===== src/hw/rtl/bpb_ram.sv =====
// Generic single-write, single-read RAM with registered read data.
// A read and a write to the same address in one cycle return the old data.
// No dependencies.
module bpb_ram #(
  parameter int unsigned WIDTH = 8,
  parameter int unsigned DEPTH = 16
) (
  input  logic                     clk,
  input  logic                     we,
  input  logic [$clog2(DEPTH)-1:0] waddr,
  input  logic [WIDTH-1:0]         wdata,
  input  logic [$clog2(DEPTH)-1:0] raddr,
  output logic [WIDTH-1:0]         rdata
);

  logic [WIDTH-1:0] mem [DEPTH];

  // Read-first storage array
  always_ff @(posedge clk) begin
    if (we) begin
      mem[waddr] <= wdata;
    end
    rdata <= mem[raddr];
  end

endmodule


===== config.mk =====
export PLATFORM = sky130hd
export DESIGN_NAME = bpb_ram
export DESIGN_NICKNAME = d
export VERILOG_FILES = /design/src/hw/rtl/bpb_ram.sv
export SDC_FILE = /design/constraint.sdc
export NUM_CORES = 1
export LEC_CHECK = 0
export ABC_CLOCK_PERIOD_IN_PS = 1600
export BUFFER_PORTS_ARGS = -buffer_cell sky130_fd_sc_hd__buf_2
export CELL_PAD_IN_SITES_DETAIL_PLACEMENT = 0
export CELL_PAD_IN_SITES_GLOBAL_PLACEMENT = 1
export CORE_MARGIN = 4
export CORE_UTILIZATION = 48
export CTS_CLUSTER_SIZE = 10
export DETAILED_ROUTE_END_ITERATION = 8
export GPL_TIMING_DRIVEN = 0
export HOLD_SLACK_MARGIN = 0.1
export MAX_ROUTING_LAYER = met4
export PLACE_DENSITY_LB_ADDON = 0.1
export SLEW_MARGIN = 10
export SYNTH_ARGS = -nofsm -noshare
export SYNTH_HDL_FRONTEND = slang
export SYNTH_SLANG_ARGS = --single-unit

===== constraint.sdc =====
create_clock -name clk -period 1.6 [get_ports clk]
set_input_delay 0.16 -clock clk [delete_from_list [all_inputs] [get_ports clk]]
set_output_delay 0.16 -clock clk [all_outputs]
set_load 0.1 [all_outputs]

==> metrics.txt <==
Post-Syn Instances around 230; initial DRC count about 180; peak supply drop 619.9 uV; Ports 26; row cnt 37; Critical Path Fanout Max 1; area leader, netlist edfxtp_1; Static Leak 2.018 nW; CTS Buf Count 17; Setup crit start kind flop; Crit Path Class flop to flop; Synth area leaders edfxtp_1 (75%), mux4_2 (7.9%), mux4_1 (7.1%); CTS clk-pin slew, worst paths 60 ps; ys flop type edfxtp_1; max incr delay on CP roughly 570 ps; initial antenna violation count 0; average size of a mapped cell approximately 22 sq um; Placed Cells ~400; CP bufs+invs 0; Fin. Hold Viols 0; 1st-pass router iterations 4; Root Buffer Master clkbuf_8; EDFF count, synth between 100 and 150; Achievable Freq around 700 MHz; vias in the first global route around 2400; unrepaired setup endpoints after global routing no; Die Area ~12000 sq um; synth warn 0; Post-Syn Area around 5000 sq um; largest net degree at the start of global routing 17; clk_skew 8.602 ps; post-CTS resize count 0; CP endpoint kind flop; total core area ~10000 sq um; GP Congestion ~0.74; crit share post-route 0.9141; Initial Util 0.4964; number of fill cells in the layout about 780; die width between 100 and 150 microns; Critical Path Slowest Stage Cell mux4_1; actual slew at the worst max-slew pin about 1200 ps; Yosys cell types 19; Port Buffers 24; WL per Instance around 22 microns; antenna cells 0; Synth top area share 0.7467; Post-DRT Antenna Nets 0; status complete, no violations; HPWL Detailed around 6000 microns; count leader, synth edfxtp_1; fin crit period between 1000 and 1500 ps; wirelength, routed 9590 microns; worst hold-check path type input pin to flop; area growth from synthesis to layout 17.74%; Slew Viols, Final 0; Yosys reg bits roughly 140; Die Height around 110 microns; total of max-cap violations 0; Post-CTS Hold Fix Bufs 8; sequential cell area fraction in the yosys report 0.7778; critical-path cell list mux4_1, a22oi_1, nand2_1; CTS max path bufs 2; synthesized net count 247; asr flop ratio synth 0; first-pass GRT wire length around 15000 microns; Sink Count 136; CP delay by family, top multiplexers; fin nets roughly 300; final-report setup violation count 0; Overflow after GRT 0; Arr. time, crit path about 1900 ps; Post-synth top cells edfxtp_1 (128), mux4_2 (18), a22oi_1 (16), mux4_1 (14), nor2_1 (13); critical path required time 1990 ps; Via Count roughly 2400; Worst Hold Margin between 150 and 200 ps; GRT Total Usage 0.1712; Slew HR 0.1925; vias per cell around 5.5; DR DRC count 0; pwr dens between 1000 and 1500 nW/um^2; layout cells sized above 1 0.2833; Post-CTS Setup Inserts 0; htree depth 4; fin cells ~430; TritonCTS clock tree built; clock latency at the later pin of the worst-skew pair roughly 510 ps
[layout by cell type, fill, tap and decap left out, types with 4 or more instances in the layout]
master | synthesis | final
mux4_2 | 18 | 18
clkinv_1 | 0 | 4
a22oi_1 | 16 | 16
edfxtp_1 | 128 | 128
clkbuf_16 | 0 | 16
nor2_1 | 13 | 13
mux4_1 | 14 | 14
nand2_1 | 9 | 9
clkinvlp_4 | 0 | 5
dfxtp_1 | 8 | 8
buf_2 | 3 | 27
dlygate4sd3_1 | 0 | 8
[power by group]
part / internal, mW / switching [mW] / leakage [nW]
clock: 2.03 / 1.40 / 0.243
combinational: 0.171 / 0.392 / 0.552
sequential: 3.98 / 0.0164 / 1.22
[layer usage]
layer / vias up / part of all wire / routed length (microns) / global-route usage
met5: - / 0 / 0 / -
met4: 0 / 0.0089 / 85 / 0.05109
met3: 8 / 0.068 / 653 / 0.05000
met2: 82 / 0.48 / 4566 / 0.2505
met1: 1199 / 0.45 / 4285 / 0.2364
li1: 1078 / - / - / -
[stage by stage]
stage               utilization  setup slack [ps]  TNS, ps  total power [mW]  area [sq um]
detailed placement       0.5253            -257.7   -11870             4.628          5448
finish                   0.5845             137.4        0             7.987          6061
global placement         0.5249            -421.3   -14750             4.619          5443
floorplan                     -             173.9        0             4.450          5152
CTS                      0.5840             79.80        0             8.052          6056
global route             0.5845             107.3        0             8.269          6061
[sequential cells by signal, summed over array words and instances, names as in the netlist]
signal / count
mem: 128
rdata: 8
[final timing paths]
path / startpoint / end / depth (start not counted) / slack [ps]
setup / recovery: mem[5][0]$_DFFE_PP_ / rdata[0]$_DFF_P_ / 3 / 140
hold reg to reg: mem[11][2]$_DFFE_PP_ / rdata[2]$_DFF_P_ / 3 / 680
hold / removal: waddr[0] / mem[12][3]$_DFFE_PP_ / 2 / 170
setup reg to reg: mem[5][0]$_DFFE_PP_ / rdata[0]$_DFF_P_ / 3 / 140
[kinds of logic (layout without fill, tap and decap cells)]
group | count (synthesis) | in the layout | share of synthesized area
multiplexers | 32 | 32 | 0.1502
flip-flops | 136 | 136 | 0.7778
AO/OA/AOI/OAI | 16 | 16 | 0.02334
buffers and inverters | 10 | 74 | 0.01677
AND/OR/NAND/NOR | 35 | 35 | 0.03184
[area by class of cell]
| type | instances | area [sq um] | share of cell area |
|---|---|---|---|
| Sequential cell | 136 | 4004 | 0.6606 |
| Timing Repair Buffer | 32 | 200.2 | 0.03303 |
| Multi-Input combinational cell | 83 | 1072 | 0.1769 |
| Clock buffer | 18 | 417.9 | 0.06895 |
| Clock inverter | 14 | 110.1 | 0.01817 |
| Buffer | 10 | 86.33 | 0.01424 |
| Tap cell | 136 | 170.2 | 0.02808 |
Power figures use the tool's default switching activity.
